==> src/design/smm_pkg.sv <==
`timescale 1ns / 1ps
`default_nettype none
// ============================================================================
// smm_pkg - shared types and constants of the square matrix multiplier
// Field widths, parameter defaults, sequencer states and the tag that
// travels with each element of C through the lanes and the adder tree.
// ============================================================================
package smm_pkg;

    // Parameter defaults
    localparam int MAX_SIZE_DEF   = 8;
    localparam int DATA_WIDTH_DEF = 16;
    localparam int FRAC_BITS_DEF  = 12;

    // Fixed field widths
    localparam int SIZE_W      = 4;
    localparam int INDEX_W     = 3;
    localparam int RESULT_W    = 32;
    localparam int OUT_TDATA_W = 40;
    localparam int ROUND_W     = 64;

    // Matrix size after reset
    localparam logic [SIZE_W-1:0] SIZE_RESET = SIZE_W'(8);

    // Saturation bounds of the result, in the rounding width
    localparam logic signed [ROUND_W-1:0] SAT_HI =
        (ROUND_W'(64'sd1) <<< (RESULT_W - 1)) - ROUND_W'(64'sd1);
    localparam logic signed [ROUND_W-1:0] SAT_LO =
        -(ROUND_W'(64'sd1) <<< (RESULT_W - 1));

    // Sequencer states
    typedef enum logic {
        ST_LOAD,
        ST_ISSUE
    } state_t;

    // Control that travels with one element of C
    typedef struct packed {
        logic               valid;
        logic               last;
        logic [INDEX_W-1:0] row;
        logic [INDEX_W-1:0] col;
    } tag_t;

endpackage
`default_nettype wire

==> src/design/smm_lane.sv <==
`timescale 1ns / 1ps
`default_nettype none
// ============================================================================
// smm_lane - one multiply lane of the square matrix multiplier
// Lane k holds column k of A and row k of B in two small banks and forms
// A[i][k] * B[k][j] for the element of C being issued.
// ============================================================================
module smm_lane #(
    parameter int MAX_SIZE   = smm_pkg::MAX_SIZE_DEF,
    parameter int DATA_WIDTH = smm_pkg::DATA_WIDTH_DEF
) (
    input  wire                               clk,
    input  wire                               advance,
    input  wire                               a_wr_en,
    input  wire  [$clog2(MAX_SIZE)-1:0]       a_wr_addr,
    input  wire  [DATA_WIDTH-1:0]             a_wr_data,
    input  wire                               b_wr_en,
    input  wire  [$clog2(MAX_SIZE)-1:0]       b_wr_addr,
    input  wire  [DATA_WIDTH-1:0]             b_wr_data,
    input  wire  [$clog2(MAX_SIZE)-1:0]       a_rd_addr,
    input  wire  [$clog2(MAX_SIZE)-1:0]       b_rd_addr,
    input  wire                               lane_on,
    output logic signed [2*DATA_WIDTH-1:0]    product
);

    localparam int PROD_W = 2 * DATA_WIDTH;

    logic [DATA_WIDTH-1:0]    a_mem [MAX_SIZE];
    logic [DATA_WIDTH-1:0]    b_mem [MAX_SIZE];
    logic [DATA_WIDTH-1:0]    a_rd_reg;
    logic [DATA_WIDTH-1:0]    b_rd_reg;
    logic                     on_reg;
    logic signed [DATA_WIDTH-1:0] a_s;
    logic signed [DATA_WIDTH-1:0] b_s;
    logic signed [PROD_W-1:0] mul;
    logic signed [PROD_W-1:0] prod_reg;

    // Write the A bank (column k of A, addressed by row)
    always_ff @(posedge clk)
    begin
        if (a_wr_en)
        begin
            a_mem[a_wr_addr] <= a_wr_data;
        end
    end

    // Write the B bank (row k of B, addressed by column)
    always_ff @(posedge clk)
    begin
        if (b_wr_en)
        begin
            b_mem[b_wr_addr] <= b_wr_data;
        end
    end

    // Read both banks into registers
    always_ff @(posedge clk)
    begin
        if (advance)
        begin
            a_rd_reg <= a_mem[a_rd_addr];
            b_rd_reg <= b_mem[b_rd_addr];
            on_reg   <= lane_on;
        end
    end

    // Multiply the two operands
    assign a_s = a_rd_reg;
    assign b_s = b_rd_reg;
    assign mul = a_s * b_s;

    // Register the product; drop lanes beyond the matrix size
    always_ff @(posedge clk)
    begin
        if (advance)
        begin
            prod_reg <= on_reg ? mul : '0;
        end
    end

    assign product = prod_reg;

endmodule
`default_nettype wire

==> config.mk <==
export PLATFORM = sky130hd
export DESIGN_NAME = smm_lane
export DESIGN_NICKNAME = d
export VERILOG_FILES = /design/src/design/smm_pkg.sv /design/src/design/smm_lane.sv
export SDC_FILE = /design/constraint.sdc
export NUM_CORES = 1
export LEC_CHECK = 0
export ABC_AREA = 1
export BUFFER_PORTS_ARGS = -buffer_cell sky130_fd_sc_hd__buf_2
export CORE_MARGIN = 3
export CORE_UTILIZATION = 50
export CTS_CLUSTER_DIAMETER = 120
export DETAILED_ROUTE_END_ITERATION = 10
export PLACE_DENSITY = 0.67
export SLEW_MARGIN = 5
export SYNTH_ARGS = -nofsm -noshare
export SYNTH_HDL_FRONTEND = slang
export SYNTH_SLANG_ARGS = --single-unit
==> constraint.sdc <==
create_clock -name clk -period 16.2 [get_ports clk]
set_clock_uncertainty 0.05 [all_clocks]
set_input_delay 1.62 -clock clk [delete_from_list [all_inputs] [get_ports clk]]
set_output_delay 1.62 -clock clk [all_outputs]
set_load 0.01 [all_outputs]
After elaboration in Yosys (flattened, before gate mapping) --
Memories as Yosys holds them, arrays and structs flattened. A register that Yosys moved wholly into a read port is not among the register bits. Index checks and enable logic that the tools add are counted.
Cells by class: $mul 1, mux-type cells 4
Operators by type and width (number):
- multiplier 16 x 16 -> 32 bit | 1
- two-way mux 1 bit | 4
Word-level totals: memory bits (writable) 256, register bits after elaboration 33, memories 2
Memories:
- a_mem | depth 8, width 16, rd ports 1, clocked after Yosys merged registers in 1, wr ports 1, line smm_lane.sv:28 | logic [DATA_WIDTH-1:0] a_mem [MAX_SIZE];
- b_mem | depth 8, width 16, rd ports 1, clocked after Yosys merged registers in 1, wr ports 1, line smm_lane.sv:29 | logic [DATA_WIDTH-1:0] b_mem [MAX_SIZE];

Logic depth before layout (Yosys ltp) --
depth after elaboration 2, gate-level depth with buffers 26

Worst setup path after synthesis --
Ideal clock, no wire load.
path kind register to register, from register b_rd_reg[5] (read register of b_mem), to register prod_reg[28] (netlist: product[28]), data pin, clock period less this slack 5.573 ns, library setup time 0.251 ns, buffers on the path 2, setup slack 10.627 ns, arrival time 5.273 ns, data required time 15.899 ns, stages on the path, launching flop included 22, cell sequence edfxtp_1 -> clkbuf_1 -> clkbuf_1 -> nand2_1 -> fa_1 -> inv_1 -> fa_1 -> inv_1 -> fa_1 -> inv_1 -> fa_1 -> fa_1 -> fa_1 -> ha_1 -> nand2_1 -> nor2_1 -> nand2_1 -> nor3_1 -> nand2_1 -> nand3_1 -> and2_1 -> nor2_1
On the way: cells in the longest elaborated chain, start to end 1
RTL lines:
- from (decl) | line smm_lane.sv:31 | logic [DATA_WIDTH-1:0] b_rd_reg;
- multiplier 16 x 16 -> 32 bit | line smm_lane.sv:70 | assign mul = a_s * b_s;
- to (signal assigned) | line smm_lane.sv:77 | prod_reg <= on_reg ? mul : '0;
- to (decl) | line smm_lane.sv:36 | logic signed [PROD_W-1:0] prod_reg;
Every way passes these cells. A chain may end at the register's enable or synchronous reset.

Worst setup path in the final report --
from register b_rd_reg[4] (read register of b_mem), to register prod_reg[23] (netlist: product[23]), data pin
The elaborated chain is that of the path after synthesis.

==> impl_metrics.csv <==
group,metric,value,unit
global_routing,grt_overflow,0,
sta,period_share,38.6,%
routing,wirelength,50.3,mm
critical_path,r2r-end,"product[23]",
critical_path,r2r-start,"b_rd_reg[4]",
critical_path,arrival,6.51,ns
floorplanning,die_area,48200,sq um
cells_and_area,layout-drive-gt1-share,7.08,%
floorplanning,core,44600,sq um
cells_and_area,final_cell_mix,"498 x inv_1, 442 x nand2_1, 321 x edfxtp_1",
sta,finalSetupTns,0,ns
logic_synthesis,synth_cells,2344,
cts,cts_resized,0,
sta,slew_headroom,20.5,%
hold_path,min-delay-start,"a_mem[3][0]",
cts,clock-sinks,321,
critical_path,crit_start,"b_rd_reg[4]",
cells_and_area,layout_commonest_cell,"inv_1",
logic_synthesis,synth_edf_count,321,
cells_and_area,stdcell_area,24800,sq um
global_routing,grt_pass1_vias,16000,
routing,top_layer,"met5",
logic_synthesis,synth_cell_types,34,
sta,period_needed,6.26,ns
status,outcome,"finished, final reports clean",
hold_path,hp-class,"reg -> reg",
critical_path,cpMaxStageDelayCell,"edfxtp_1",
critical_path,crit_fanout,16,
critical_path,cp-start-kind,"register",
logic_synthesis,synth.ff_latch_count,321,
logic_synthesis,async_flop_share,0,%
floorplanning,dieWidth,220,um
routing,ant_nets,0,
cts,post-cts-setup-buffers,0,
global_routing,grt_use_total,21.6,%
routing,wire_per_inst,16.8,um
sta,rsz0062_at_grt,"false",
critical_path,worst_r2r_path_depth,20,
floorplanning,ioPinCount,81,
critical_path,required,16.45,ns
sta,timing.hold.ws,0.602,ns
routing,route.detailed.drc,0,
placement,dpl.hpwl,35.7,mm
routing,wl_met1,21.8,mm
sta,slew_violations,0,
cts,cts-htree-levels,2,
sta,fmax,160,MHz
routing,wl_met2,24.2,mm
critical_path,endpoint,"product[23]",
logic_synthesis,ys_seq_area_share,42.3,%
global_routing,antenna_found_initial,2,
sta,worst_slew_pin_slew,1.19,ns
run,max-cap-violations,0,
floorplanning,rows,77,
critical_path,slowest_delay,0.80,ns
placement,placedInstanceArea,23700,sq um
sta,finalSetupViolCount,0,
logic_synthesis,syn-cell-area,22800,sq um
routing,routed-wl-met3,3.07,mm
logic_synthesis,avgSynthCellArea,9.73,sq um
routing,vias,15400,
cells_and_area,n_antenna_cell,0,
cts,cts-root-buf,"clkbuf_16",
cts,cts_hold_buf,0,
cts,cts_tree,"yes",
cells_and_area,area_growth,8.67,%
cts,cts.path.max_buffers,3,
logic_synthesis,synth_nets,2737,
global_routing,grt_max_degree,66,
critical_path,crit_path_end_kind,"register",
routing,viasPerCell,5.13,
global_routing,grt_pass1_wl,82.1,mm
cts,clkTransAtPathRegs,0.06,ns
cells_and_area,fin_nets,2768,
routing,dr.pass1.iters,5,
critical_path,r2r_slack,9.94,ns
placement,io_buffers,80,
placement,place_congestion,0.893,
critical_path,worstPathCellList,"nand2_1 -> fa_1 -> inv_1 -> fa_1 -> fa_1 -> fa_1 -> fa_1 -> inv_1 -> fa_1 -> inv_1 -> ha_1 -> nand2_1 -> nor2_1 -> inv_1 -> nor2_2 -> nand4_1 -> nand2_1 -> nand2_1 -> nand2_1 -> nor2_1",
critical_path,worstSetupPathType,"reg -> reg",
cts,clock_latency,0.55,ns
floorplanning,die_h,220,um
critical_path,cp_common_cell,"fa_1",
floorplanning,initial_core_util,51.1,%
routing,first_iter_violations,1148,
sta,hold_violations,0,
logic_synthesis,ys.warnings.count,0,
logic_synthesis,ys.flop_type,"edfxtp_1",
cts,cts_made_buffers,35,
## Yosys cell counts (2+ instances only)
| master | count | area share, % |
|---|---|---|
| inv_1 | 498 | 8.2 |
| nand2_1 | 442 | 7.3 |
| edfxtp_1 | 321 | 42 |
| nor2_1 | 319 | 5.3 |
| fa_1 | 262 | 23 |
| o21ai_0 | 137 | 3.0 |
| clkbuf_1 | 87 | 1.4 |
| ha_1 | 82 | 4.5 |
| a21oi_1 | 36 | 0.79 |
| a31oi_1 | 32 | 0.88 |
| o22ai_1 | 32 | 0.88 |
| nand3_1 | 23 | 0.50 |
| buf_2 | 14 | 0.31 |
| nand4_1 | 10 | 0.27 |
| o21ai_1 | 6 | 0.13 |
| nor2_2 | 5 | 0.14 |
| o21a_1 | 4 | 0.13 |
| buf_1 | 3 | 0.049 |
| nand3_2 | 3 | 0.13 |
| nand3b_1 | 3 | 0.099 |
| nor3_1 | 3 | 0.066 |
| o21bai_1 | 3 | 0.099 |
| or2_2 | 3 | 0.082 |
| xnor2_1 | 3 | 0.12 |
| clkbuf_2 | 2 | 0.044 |
| inv_2 | 2 | 0.033 |
| nand2_2 | 2 | 0.055 |
## layer usage
layer	vias up	track usage (%)
met4	4	6.61
li1	7319	-
met2	445	36.3
met3	87	3.93
met5	-	0
met1	7509	29.0
## stage by stage
step | instances | worst slack, ns | utilization [%]
floorplan | 2344 | 10.63 | -
global placement | 2930 | 10.07 | 53.1
detailed placement | 2930 | 9.93 | 53.1
CTS | 2993 | 9.95 | 55.6
global route | 2993 | 9.56 | 55.6
finish | 2993 | 9.94 | 55.6
## cells by family after synthesis
kind of cell | share of synthesized area [%]
AOI/OAI and AO/OA | 5.99
xor gates and xnor gates | 0.154
adders and majority gates | 27.5
buffers and inverters | 10.1
DFF | 42.3
and+or+nand+nor | 14.0
## final cells by class
cell class	instances	area (sq um)
Fill cell	3812	19800
Multi-Input combinational cell	1417	10900
Sequential cell	321	9640
Inverter	500	1880
Clock buffer	43	906
Tap cell	592	741
Timing Repair Buffer	100	551
Clock inverter	20	198
## how the worst min path moves through the flow
stage	depth (start not counted)	slack, ns	endpoint
floorplan	2	0.55	a_rd_reg[14]
global placement	2	0.57	b_rd_reg[15]
detailed placement	2	0.59	a_rd_reg[0]
CTS	2	0.60	a_rd_reg[0]
global route	2	0.63	b_rd_reg[1]
finish	2	0.60	a_rd_reg[0]
## worst max-delay path, delay by kind of cell (launching register included)
family / cells / cell delay (ns)
fa+ha+maj: 7 / 3.69
buf+inv: 4 / 0.24
simple gates: 9 / 1.24
flops: 1 / 0.80
Power is not shown: default switching activity piles up to over one toggle a cycle in this logic, so the estimate is an artifact.
