## config.mk

```make
export PLATFORM = sky130hd
export DESIGN_NAME = smm_merge
export DESIGN_NICKNAME = d
export VERILOG_FILES = /design/src/design/smm_pkg.sv /design/src/design/smm_merge.sv
export SDC_FILE = /design/constraint.sdc
export NUM_CORES = 1
export LEC_CHECK = 0
export BUFFER_PORTS_ARGS = -buffer_cell sky130_fd_sc_hd__buf_2
export CAP_MARGIN = 0
export CELL_PAD_IN_SITES_DETAIL_PLACEMENT = 0
export CELL_PAD_IN_SITES_GLOBAL_PLACEMENT = 1
export CORE_UTILIZATION = 38
export DETAILED_ROUTE_END_ITERATION = 6
export PLACE_DENSITY_LB_ADDON = 0.2
export SYNTH_ARGS = -nofsm -noshare
export SYNTH_HDL_FRONTEND = slang
export SYNTH_SLANG_ARGS = --single-unit
```

## constraint.sdc

```tcl
create_clock -name clk -period 4.5 [get_ports clk]
set_clock_uncertainty 0.15 [all_clocks]
set_input_delay 0 -clock clk [delete_from_list [all_inputs] [get_ports clk]]
set_output_delay 0 -clock clk [all_outputs]
set_load 0.02 [all_outputs]
```

## src/design/smm_pkg.sv

```systemverilog
`timescale 1ns / 1ps
`default_nettype none
// ============================================================================
// smm_pkg - shared types and constants of the square matrix multiplier
// Field widths, parameter defaults, sequencer states and the tag that
// travels with each element of C through the lanes and the adder tree.
// ============================================================================
package smm_pkg;

    // Parameter defaults
    localparam int MAX_SIZE_DEF   = 8;
    localparam int DATA_WIDTH_DEF = 16;
    localparam int FRAC_BITS_DEF  = 12;

    // Fixed field widths
    localparam int SIZE_W      = 4;
    localparam int INDEX_W     = 3;
    localparam int RESULT_W    = 32;
    localparam int OUT_TDATA_W = 40;
    localparam int ROUND_W     = 64;

    // Matrix size after reset
    localparam logic [SIZE_W-1:0] SIZE_RESET = SIZE_W'(8);

    // Saturation bounds of the result, in the rounding width
    localparam logic signed [ROUND_W-1:0] SAT_HI =
        (ROUND_W'(64'sd1) <<< (RESULT_W - 1)) - ROUND_W'(64'sd1);
    localparam logic signed [ROUND_W-1:0] SAT_LO =
        -(ROUND_W'(64'sd1) <<< (RESULT_W - 1));

    // Sequencer states
    typedef enum logic {
        ST_LOAD,
        ST_ISSUE
    } state_t;

    // Control that travels with one element of C
    typedef struct packed {
        logic               valid;
        logic               last;
        logic [INDEX_W-1:0] row;
        logic [INDEX_W-1:0] col;
    } tag_t;

endpackage
`default_nettype wire

```

## src/design/smm_merge.sv

```systemverilog
`timescale 1ns / 1ps
`default_nettype none
// ============================================================================
// smm_merge - lane merge, rounding and saturation
// Sums the lane products in a registered adder tree, adds half an LSB,
// shifts out the fraction bits and saturates to the 32-bit result.
// ============================================================================
module smm_merge #(
    parameter int MAX_SIZE   = smm_pkg::MAX_SIZE_DEF,
    parameter int DATA_WIDTH = smm_pkg::DATA_WIDTH_DEF,
    parameter int FRAC_BITS  = smm_pkg::FRAC_BITS_DEF
) (
    input  wire                                   clk,
    input  wire                                   rst_n,
    input  wire                                   advance,
    input  wire signed [2*DATA_WIDTH-1:0]         lane_prod [MAX_SIZE],
    input  wire  smm_pkg::tag_t                   tag_in,
    output logic [smm_pkg::RESULT_W-1:0]          result,
    output smm_pkg::tag_t                         tag_out
);

    localparam int PROD_W = 2 * DATA_WIDTH;
    localparam int LEVELS = $clog2(MAX_SIZE);
    localparam int NODES  = 1 << LEVELS;
    localparam int SUM_W  = PROD_W + LEVELS;
    localparam int ACC_W  = (SUM_W > smm_pkg::ROUND_W) ? smm_pkg::ROUND_W : SUM_W;
    localparam int RND_W  = smm_pkg::ROUND_W;
    localparam logic signed [RND_W-1:0] HALF =
        (RND_W'(64'd1) << FRAC_BITS) >> 1;

    logic signed [ACC_W-1:0] leaf [NODES];
    logic signed [ACC_W-1:0] node_reg [1:LEVELS][NODES];
    smm_pkg::tag_t           lvl_tag_reg [1:LEVELS];
    logic signed [RND_W-1:0] rnd_reg;
    smm_pkg::tag_t           rnd_tag_reg;
    logic signed [RND_W-1:0] shifted;
    logic signed [RND_W-1:0] sat_next;
    logic [smm_pkg::RESULT_W-1:0] out_reg;
    smm_pkg::tag_t           out_tag_reg;

    // Widen lane products; pad the tree with zeros
    for (genvar n = 0; n < NODES; n++)
    begin : g_leaf
        if (n < MAX_SIZE)
        begin : g_used
            assign leaf[n] = ACC_W'(lane_prod[n]);
        end
        else
        begin : g_pad
            assign leaf[n] = '0;
        end
    end

    // Registered adder tree, one level per stage
    for (genvar l = 1; l <= LEVELS; l++)
    begin : g_level
        for (genvar n = 0; n < (NODES >> l); n++)
        begin : g_node
            if (l == 1)
            begin : g_first
                always_ff @(posedge clk)
                begin
                    if (advance)
                    begin
                        node_reg[l][n] <= leaf[2*n] + leaf[2*n+1];
                    end
                end
            end
            else
            begin : g_upper
                always_ff @(posedge clk)
                begin
                    if (advance)
                    begin
                        node_reg[l][n] <= node_reg[l-1][2*n] + node_reg[l-1][2*n+1];
                    end
                end
            end
        end
    end

    // Advance the tags alongside the tree
    always_ff @(posedge clk or negedge rst_n)
    begin
        if (!rst_n)
        begin
            for (int l = 1; l <= LEVELS; l++)
            begin
                lvl_tag_reg[l] <= '0;
            end
            rnd_tag_reg <= '0;
            out_tag_reg <= '0;
        end
        else if (advance)
        begin
            lvl_tag_reg[1] <= tag_in;
            for (int l = 2; l <= LEVELS; l++)
            begin
                lvl_tag_reg[l] <= lvl_tag_reg[l-1];
            end
            rnd_tag_reg <= lvl_tag_reg[LEVELS];
            out_tag_reg <= rnd_tag_reg;
        end
    end

    // Add half an LSB in the full rounding width
    always_ff @(posedge clk)
    begin
        if (advance)
        begin
            rnd_reg <= RND_W'(node_reg[LEVELS][0]) + HALF;
        end
    end

    // Shift out the fraction and saturate
    assign shifted = rnd_reg >>> FRAC_BITS;

    always_comb
    begin
        if (shifted > smm_pkg::SAT_HI)
        begin
            sat_next = smm_pkg::SAT_HI;
        end
        else if (shifted < smm_pkg::SAT_LO)
        begin
            sat_next = smm_pkg::SAT_LO;
        end
        else
        begin
            sat_next = shifted;
        end
    end

    // Hold the result for the output side
    always_ff @(posedge clk)
    begin
        if (advance)
        begin
            out_reg <= sat_next[smm_pkg::RESULT_W-1:0];
        end
    end

    assign result  = out_reg;
    assign tag_out = out_tag_reg;

endmodule
`default_nettype wire

```

# == After elaboration in Yosys (flattened, before gate mapping) ==
# Memory sizes are Yosys's and may differ from the RTL's.
# Index checks and enable logic that the tools add are counted.
# totals
reg_bits,108
ramBits,420
input_bits,267
output_inout_bits,40
memories,1
# mem_list
name,depth,word_bits,rd,rd_clocked_by_memory_dff,write_ports,line_no,text
node_reg,3,140,3,0,3,smm_merge.sv:32,logic signed [ACC_W-1:0] node_reg [1:LEVELS][NODES];
# classes
addsub,8
magnitude_cmp,2
mux,3
# op_table
operator,count
adder 32 x 32 -> 33 bit,4
adder 35 bit,3
"adder 35 x 13 -> 36 bit, second input constant",1
"> comparator 24 x 32 -> 1 bit, second input constant",1
"< comparator 24 x 32 -> 1 bit, second input constant",1
two-way mux 32 bit,1
two-way mux 1 bit,2

# == Longest topological paths before layout ==
# Gate-level depths: netlist of the first run.
# depth
word_depth,2
ltp_mapped,13
ltp_nobuf,13

# == Least setup slack after synthesis of the first run ==
# No wires, ideal clock.
# synth_path
path_kind,flip-flop to flip-flop
startpoint,reg node_reg[0][159] (netlist name)
endpoint,reg node_reg[0][382] (netlist name)
setup_ns,0.258
arrival_time_ns,2.737
path_slack_ns,1.356
stages_incl_launch_ff,12
n_path_buf,0
period_less_slack_ns,3.144
path_cell_list,edfxtp_1 > ha_1 > a21o_1 > a21o_1 > a21o_1 > or3_1 > a211oi_2 > o31ai_2 > a41o_1 > a311o_1 > a21oi_2 > xnor2_1

==> results of run 1 <==
==> area by class of cell <==
cell class,count,area [sq um],share of cell area
clock buffers,55,1080,0.0391
clock inverters,10,62.6,0.00226
inverters,82,308,0.0111
multi-input cells,1497,11100,0.400
flip-flops and latches,315,9260,0.334
well taps,696,871,0.0314
repair buffers,656,5050,0.182
==> final timing paths <==
kind / from / to / slack [ns] / cells after the start
worst max-delay path: lane_prod[98] / node_reg[0][204] / 0.22 / 14
worst min-delay path: lane_prod[30] / node_reg[0][174] / 0.03 / 5
worst max register to register: node_reg[0][210] / node_reg[0][417] / 0.80 / 13
worst min register to register: rnd_reg[33] / result[21] / 0.27 / 0
max in group asynchronous: rst_n / rnd_tag_reg[3] / 3.61 / 4
min in group asynchronous: rst_n / lvl_tag_reg[10] / 0.39 / 4
==> power by group <==
part / leakage [nW] / total [mW] / switching, mW / internal (mW)
clock network: 0.565 / 2.80 / 1.13 / 1.67
logic: 8.10 / 4.97 / 2.64 / 2.32
registers: 3.16 / 4.68 / 0.378 / 4.31
==> logic make-up (layout without fill, tap and decap cells) <==
| family | count (synthesis) | after routing | share of synthesized area |
|---|---|---|---|
| adder cells (fa/ha/maj) | 234 | 234 | 0.142 |
| buffers and inverters | 144 | 803 | 0.0272 |
| XOR/XNOR | 217 | 217 | 0.0908 |
| multiplexers | 41 | 41 | 0.0220 |
| flip-flops | 315 | 315 | 0.443 |
| AO/OA/AOI/OAI | 565 | 565 | 0.173 |
| AND/OR/NAND/NOR | 440 | 440 | 0.102 |
==> synthesized netlist by cell type (32+ instances only) <==
master / number
xnor2_1: 150
nor2_1: 102
clkbuf_1: 51
o21ai_0: 55
a21o_1: 91
nand4_1: 32
mux2_2: 40
dfrtp_1: 40
nand2_1: 116
o21ai_1: 35
o21bai_1: 43
edfxtp_1: 275
xor2_1: 67
inv_1: 82
ha_1: 228
a21oi_1: 197
nand3_1: 47
==> critical path: cells and delay by family <==
kind	cells	cell delay, ns
buffers and inverters	4	1.85
AO/OA/AOI/OAI	9	2.40
adder cells (fa/ha/maj)	1	0.28
==> per-stage QoR <==
step	worst slack [ns]	instance area [sq um]	hold slack [ns]
6_report	0.218	27700	0.0256
5_1_grt	0.0577	27700	0.0392
4_1_cts	0.274	27700	0.00326
3_5_place_dp	0.771	23100	0.0140
3_3_place_gp	0.844	23100	-0.00798
2_1_floorplan	1.36	20900	-0.446
==> layout by cell type (no fill, tap or decap), drive strengths merged, types with 5 or more instances in the layout <==
master         n
edfxtp       275
o21a          23
o21ai         90
fa             6
clkbuf        55
nor4           6
and3          19
or3            8
mux2          40
a311oi         6
xor2          67
o41ai          5
or2            5
nor2b         29
nand4         32
nand3         47
inv           83
clkinv         9
nor2         102
a21boi        11
buf          313
o31ai         10
xnor2        150
nand2b        23
dfrtp         40
ha           228
o311ai         5
a21o          91
a211oi         8
nand2        116
o21bai        43
a21oi        199
dlygate4sd3  343
and2           9
nor3          31
a41oi          7
a31oi         27
==> per-layer routing <==
metal	routed length [um]	up-vias	part of all wire
li1	-	8552	-
met1	26000	7970	0.48
met2	25400	325	0.47
met3	1780	65	0.033
met4	956	0	0.018
met5	0	-	0
==> what timing repair did <==
item | 4_1_cts | 5_1_grt
endpoints found under the setup margin | 0 | 1
hold buffers | 344 | 0
hold endpoints to repair | 271 | 0
setup buffers | 0 | 0
resized for setup | 0 | 1
==> impl_metrics.yaml, run 1 <==
run_status:
  outcome: "finished clean"
global_route:
  grt_start_max_net_pins: 127
  grtUsageMet2: 0.330
  grt_antenna_before_repair: 0
  grt-ovfl-total: 0
  first_global_vias: 17400
  grt_usage: 0.194
  global_route.usage.met1: 0.262
  grt_pass1_wl_um: 88600
  busiest_layer: "met2"
  grt_util_met3: 0.0267
worst_hold_path:
  hold_class: "in2reg"
synthesis:
  syn-num-nets: 2457
  yosysTopAreaCell: "edfxtp_1"
  synth_edf_count: 275
  synth-seq-area-share: 0.443
  synthDistinctLibCells: 75
  yosys-top-cells-area: "edfxtp_1 39%, ha_1 14%, xnor2_1 6.3%"
  yosys_most_used_dff: "edfxtp_1"
  synth_seq_cells: 315
  async_flop_share: 0.127
  synthCells: 1956
  synth_warnings: 0
  synth_top_cell_area_share: 0.395
  synth.avg_cell_area_sq_um: 10.7
  syn_area_sq_um: 20900
worst_setup_path:
  cp_cell_sequence: "dlygate4sd3_1 > buf_2 > ha_1 > dlygate4sd3_1 > a21oi_1 > o21bai_1 > a21oi_1 > o2111ai_1 > a31oi_1 > o21a_1 > o21ai_1 > a2111o_1 > o2111ai_1 > dlygate4sd3_1"
  critical_path_required_ns: 4.76
  max_stage_delay_ns: 0.61
  cp_slowest_cell: "dlygate4sd3_1"
  path_max_fanout: 4
  cp.arrival_ns: 4.54
  cp_common_cell: "dlygate4sd3_1"
  critPathKind: "in2reg"
  cp-start-kind: "input port"
  cp-end-kind: "flip-flop"
pwr:
  p_total_mw: 12.4
  power.density_nw_per_um2: 449
  leakage_nw: 11.8
  ir_drop_mv: 0.214
finish:
  fin_util: 0.512
  area_growth_pct: 32.6
  largest_reg_flops: 226
  fin_cells: 3311
  filler_cell_count: 4936
  drive_gt1_frac: 0.161
  nNetsFinal: 3089
  diodes: 0
sta:
  fmax_mhz: 234
  tightest_slew_ns: 0.947
  slew-limit-headroom: 0.369
  period_needed_ns: 4.28
  finalHoldViolCount: 0
  rsz0062_at_grt: "false"
  setup_viol: 0
  slew_viol_final: 0
  tns_ns: 0
  period_share: 0.952
cts:
  clk_pin_slew_ns: 0.06
  clock_path_buffers: 3
  clock_sink_count: 315
  cts-root-buf: "clkbuf_16"
  cts_buffers: 36
  cts_tree: "yes"
  clk_latency_ns: 0.55
  cts_max_level: 2
placement:
  gp_congestion: 0.840
  dp.final_hpwl_um: 40600
  dp_cells: 2902
  portBuffers: 306
die:
  start_util: 0.386
  die_area_sq_um: 56000
  chipHeight_um: 237
  ioPinCount: 307
  die_x_um: 237
  core_sq_um: 54100
  fp-row-count: 85
route:
  vias: 16900
  dr.pass1.iters: 5
  drc: 0
  routed_via_density: 5.11
  wl_per_cell_um: 16.4
  drt-initial-drc-count: 803
  ant_nets: 0
  wl_um: 54200
flow_run:
  cap_viol_max_count: 0
Note: power is estimated with default switching activity, not from simulation.
==> run 2, diff against run 1 <==
CORE_UTILIZATION = 46   (was 38)
GPL_ROUTABILITY_DRIVEN = 0   (was not set)
==> impl_metrics.yaml, run 2 (synthesis results as in run 1) <==
sta:
  period_share: 0.900
  tns_ns: 0
  tightest_slew_ns: 0.914
  slew_viol_final: 0
  fmax_mhz: 247
  setup_viol: 0
  period_needed_ns: 4.05
  rsz0062_at_grt: "false"
  slew-limit-headroom: 0.391
  finalHoldViolCount: 0
cts:
  cts_resized: 0
  cts_max_level: 2
  clk_pin_slew_ns: 0.06
  cts_buffers: 35
  clk_latency_ns: 0.52
  cts-root-buf: "clkbuf_16"
  cts_tree: "yes"
  clock_sink_count: 315
  clock_path_buffers: 3
global_route:
  grt_antenna_before_repair: 1
  grt_start_max_net_pins: 123
  first_global_vias: 16900
  grt-ovfl-total: 0
  grt_pass1_wl_um: 82500
  grt_usage: 0.216
route:
  drc: 0
  vias: 16900
  wl_um: 50600
  ant_nets: 0
  dr.pass1.iters: 6
  wl_per_cell_um: 15.9
  routed_via_density: 5.31
  drt-initial-drc-count: 997
worst_hold_path:
  hold-path-endpoint: "node_reg[0][150]"
  hold_class: "in2reg"
  min-delay-start: "lane_prod[41]"
  whs_path_depth: 4
worst_setup_path:
  rrSetupSlack_ns: 0.88
  regToRegEndpoint: "node_reg[0][417]"
  cp_cell_sequence: "dlygate4sd3_1 > buf_2 > ha_1 > fa_1 > a21o_1 > a21oi_1 > nor2b_1 > o41ai_2 > a31oi_1 > a21oi_1 > o21ai_1 > a21boi_1 > o31ai_1 > xor2_1 > dlygate4sd3_1"
  path_max_fanout: 3
  cp-end-kind: "flip-flop"
  critPathKind: "in2reg"
  critical_path_required_ns: 4.62
  cp_slowest_cell: "dlygate4sd3_1"
  max_stage_delay_ns: 0.56
  cp.arrival_ns: 4.16
  cp-start-kind: "input port"
  regToRegStartpoint: "node_reg[0][210]"
  reg2regPathDepth: 13
finish:
  seqCellArea_sq_um: 9260
  area_growth_pct: 30.7
  final_cell_mix: "320 x dlygate4sd3_1, 305 x buf_2, 275 x edfxtp_1"
  nNetsFinal: 3061
  fin_util: 0.614
  drive_gt1_frac: 0.160
  final_common_cell: "dlygate4sd3_1"
  filler_cell_count: 3646
  fin_cells: 3180
  largest_reg_flops: 226
  multi_input_area_sq_um: 11100
placement:
  dp.final_hpwl_um: 37400
  dp_cells: 2795
  portBuffers: 306
die:
  chipHeight_um: 215
  core_sq_um: 44500
  start_util: 0.470
  die_x_um: 215
  die_area_sq_um: 46300
  fp-row-count: 77
  ioPinCount: 307
pwr:
  ir_drop_mv: 0.293
  leakage_nw: 11.7
  p_total_mw: 12.4
  power.density_nw_per_um2: 453
run_status:
  outcome: "finished clean"
flow_run:
  cap_viol_max_count: 0
==> run 2: per-stage QoR <==
step	hold WS (ns)	cell area [sq um]	setup WS (ns)
3_5_place_dp	0.000593	23000	0.845
6_report	0.0209	27300	0.451
4_1_cts	0.00173	27300	0.488
2_1_floorplan	-0.446	20900	1.36
5_1_grt	0.0289	27300	0.206
3_3_place_gp	-0.0111	23000	0.872
==> run 2: worst max path at each step <==
stage          cells after the start               end             start
6_report                          15  node_reg[0][240]    lane_prod[160]
4_1_cts                           15  node_reg[0][240]    lane_prod[160]
5_1_grt                           15  node_reg[0][240]    lane_prod[160]
2_1_floorplan                     11  node_reg[0][382]  node_reg[0][159]
3_5_place_dp                      13  node_reg[0][417]  node_reg[0][210]
3_3_place_gp                      13  node_reg[0][417]  node_reg[0][210]
==> run 2: area by class of cell <==
cell class	instances	share of cell area
antenna	1	0.0000915
clock buffer	44	0.0341
clock inverter	20	0.00773
inverter	82	0.0113
multi-input combinational	1497	0.406
sequential	315	0.339
tap	592	0.0271
timing repair buffer	629	0.175
==> run 2: critical path, delay by kind of cell <==
family,cells,cell delay (ns)
buffers and inverters,3,1.21
adders and majority gates,2,0.60
xor gates and xnor gates,1,0.15
and+or+nand+nor,1,0.11
AOI/OAI and AO/OA,8,2.08
==> run 2: where the power goes <==
group / switching [mW] / internal [mW] / leakage [nW] / total, mW
clock: 1.13 / 1.70 / 0.562 / 2.83
sequential: 0.375 / 4.31 / 3.16 / 4.68
combinational: 2.59 / 2.29 / 7.98 / 4.88
total: 4.10 / 8.30 / 11.7 / 12.4
==> run 2: per-layer routing <==
metal / vias up / share of wire / GRT usage
met5: - / 0 / 0
met4: 0 / 0.019 / 0.0496
met3: 87 / 0.044 / 0.0234
met2: 446 / 0.46 / 0.362
met1: 7827 / 0.47 / 0.299
li1: 8512 / - / -
==> run 2: what timing repair did <==
item,4_1_cts,5_1_grt
endpoints found under the setup margin,0,0
hold endpoints to repair,242,0
hold buffers,320,0
buffers inserted,0,0
==> run 3, diff against run 2 <==
RECOVER_POWER = 50   (was not set)
==> impl_metrics.yaml, run 3 (synthesis results as in run 1) <==
pwr:
  power.density_nw_per_um2: 454
  p_total_mw: 12.4
  p_sw_mw: 4.10
  p_int_mw: 8.28
  power_frac_comb: 0.393
  sequentialPowerShare: 0.379
  leakage_nw: 11.6
  switching_share: 0.331
  p_clk_frac: 0.229
  ir_drop_mv: 0.293
worst_hold_path:
  whs_path_depth: 4
  hold-path-endpoint: "node_reg[0][150]"
  min-delay-start: "lane_prod[41]"
  hold_class: "in2reg"
worst_setup_path:
  critical_path_required_ns: 4.61
  cp-end-kind: "flip-flop"
  reg2regPathDepth: 13
  path_max_fanout: 3
  rrSetupSlack_ns: 0.87
  cp.arrival_ns: 4.16
  regToRegStartpoint: "node_reg[0][210]"
  critPathKind: "in2reg"
  regToRegEndpoint: "node_reg[0][417]"
  cp-start-kind: "input port"
route:
  drc: 0
  wl_per_cell_um: 15.9
  vias: 16900
  drt-initial-drc-count: 1008
  routed_via_density: 5.32
  ant_nets: 0
  wl_um: 50600
  dr.pass1.iters: 5
global_route:
  grt_start_max_net_pins: 123
  grt_antenna_before_repair: 1
  grt_pass1_wl_um: 82500
  grt-ovfl-total: 0
  grt_usage: 0.216
  first_global_vias: 16900
placement:
  placed_cell_area_sq_um: 23000
  dp_cells: 2795
  dp.final_hpwl_um: 37400
  dp_slack_ns: 0.845
  portBuffers: 306
sta:
  setup_viol: 0
  whs_ns: 0.0233
  rsz0062_at_grt: "false"
  setup_ws_ns: 0.452
  period_share: 0.900
  slew_viol_final: 121
  tightest_slew_ns: 3.01
  fmax_mhz: 247
  period_needed_ns: 4.05
  slew-limit-headroom: -1.00
  tns_ns: 0
  finalHoldViolCount: 0
die:
  die_x_um: 215
  die_area_sq_um: 46300
  start_util: 0.470
  chipHeight_um: 215
  fp-row-count: 77
  ioPinCount: 307
  core_sq_um: 44500
cts:
  cts_buffers: 35
  cts_resized: 0
  clock_sink_count: 315
  clock_path_buffers: 3
  cts_max_level: 2
  clk_latency_ns: 0.52
  cts-root-buf: "clkbuf_16"
  post-cts-setup-buffers: 0
  ctsHoldBuffers: 320
  clk_pin_slew_ns: 0.06
  cts_tree: "yes"
finish:
  final_common_cell: "dlygate4sd3_1"
  final_cell_mix: "320 x dlygate4sd3_1, 275 x edfxtp_1, 264 x buf_2"
  multi_input_area_sq_um: 11100
  seqCellArea_sq_um: 9260
  fin_util: 0.613
  nNetsFinal: 3061
  drive_gt1_frac: 0.144
  fin_cells: 3180
  largest_reg_flops: 226
  area_growth_pct: 30.4
  fin_area_sq_um: 27300
  filler_cell_count: 3666
run_status:
  outcome: "complete, but fails checks"
  violations: "capacitance limit, slew limit"
flow_run:
  cap_viol_max_count: 1
[run 3: critical path, stage by stage]
cell and delay [ns]:
dlygate4sd3_1 0.53, buf_2 0.12, ha_1 0.20, fa_1 0.40, a21o_1 0.20, a21oi_1 0.22, nor2b_1 0.11, o41ai_2 0.52
a31oi_1 0.27, a21oi_1 0.28, o21ai_1 0.17, a21boi_1 0.30, o31ai_1 0.12, xor2_1 0.15, dlygate4sd3_1 0.56
[run 3: power groups by stage]
stage	clock network, mW	logic, mW	registers (mW)
6_report	2.83	4.86	4.69
5_1_grt	3.02	5.43	4.77
4_1_cts	2.92	4.86	4.70
3_5_place_dp	0	4.43	4.75
3_3_place_gp	0	4.38	4.73
2_1_floorplan	0	3.30	4.66
[run 3: routing by layer]
metal / vias to the layer above / part of all wire / global-route usage
met1: 7868 / 0.47 / 0.299
met4: 0 / 0.019 / 0.0496
met5: - / 0 / 0
met3: 86 / 0.045 / 0.0234
li1: 8511 / - / -
met2: 462 / 0.46 / 0.362
[run 3: worst max path at each step]
stage,from,endpoint,depth (start not counted),slack (ns)
after global routing,lane_prod[160],node_reg[0][240],15,0.21
after floorplan,node_reg[0][159],node_reg[0][382],11,1.36
after detailed placement,node_reg[0][210],node_reg[0][417],13,0.84
final,lane_prod[160],node_reg[0][240],15,0.45
after CTS,lane_prod[160],node_reg[0][240],15,0.49
after global placement,node_reg[0][210],node_reg[0][417],13,0.87
[run 3: final cells by class]
cell class | count | share of cell area
diodes | 1 | 0.0000917
clock buffers | 44 | 0.0341
clock inverters | 20 | 0.00775
inverters | 82 | 0.0113
multi-input cells | 1497 | 0.407
flip-flops and latches | 315 | 0.339
well taps | 592 | 0.0272
repair buffers | 629 | 0.173
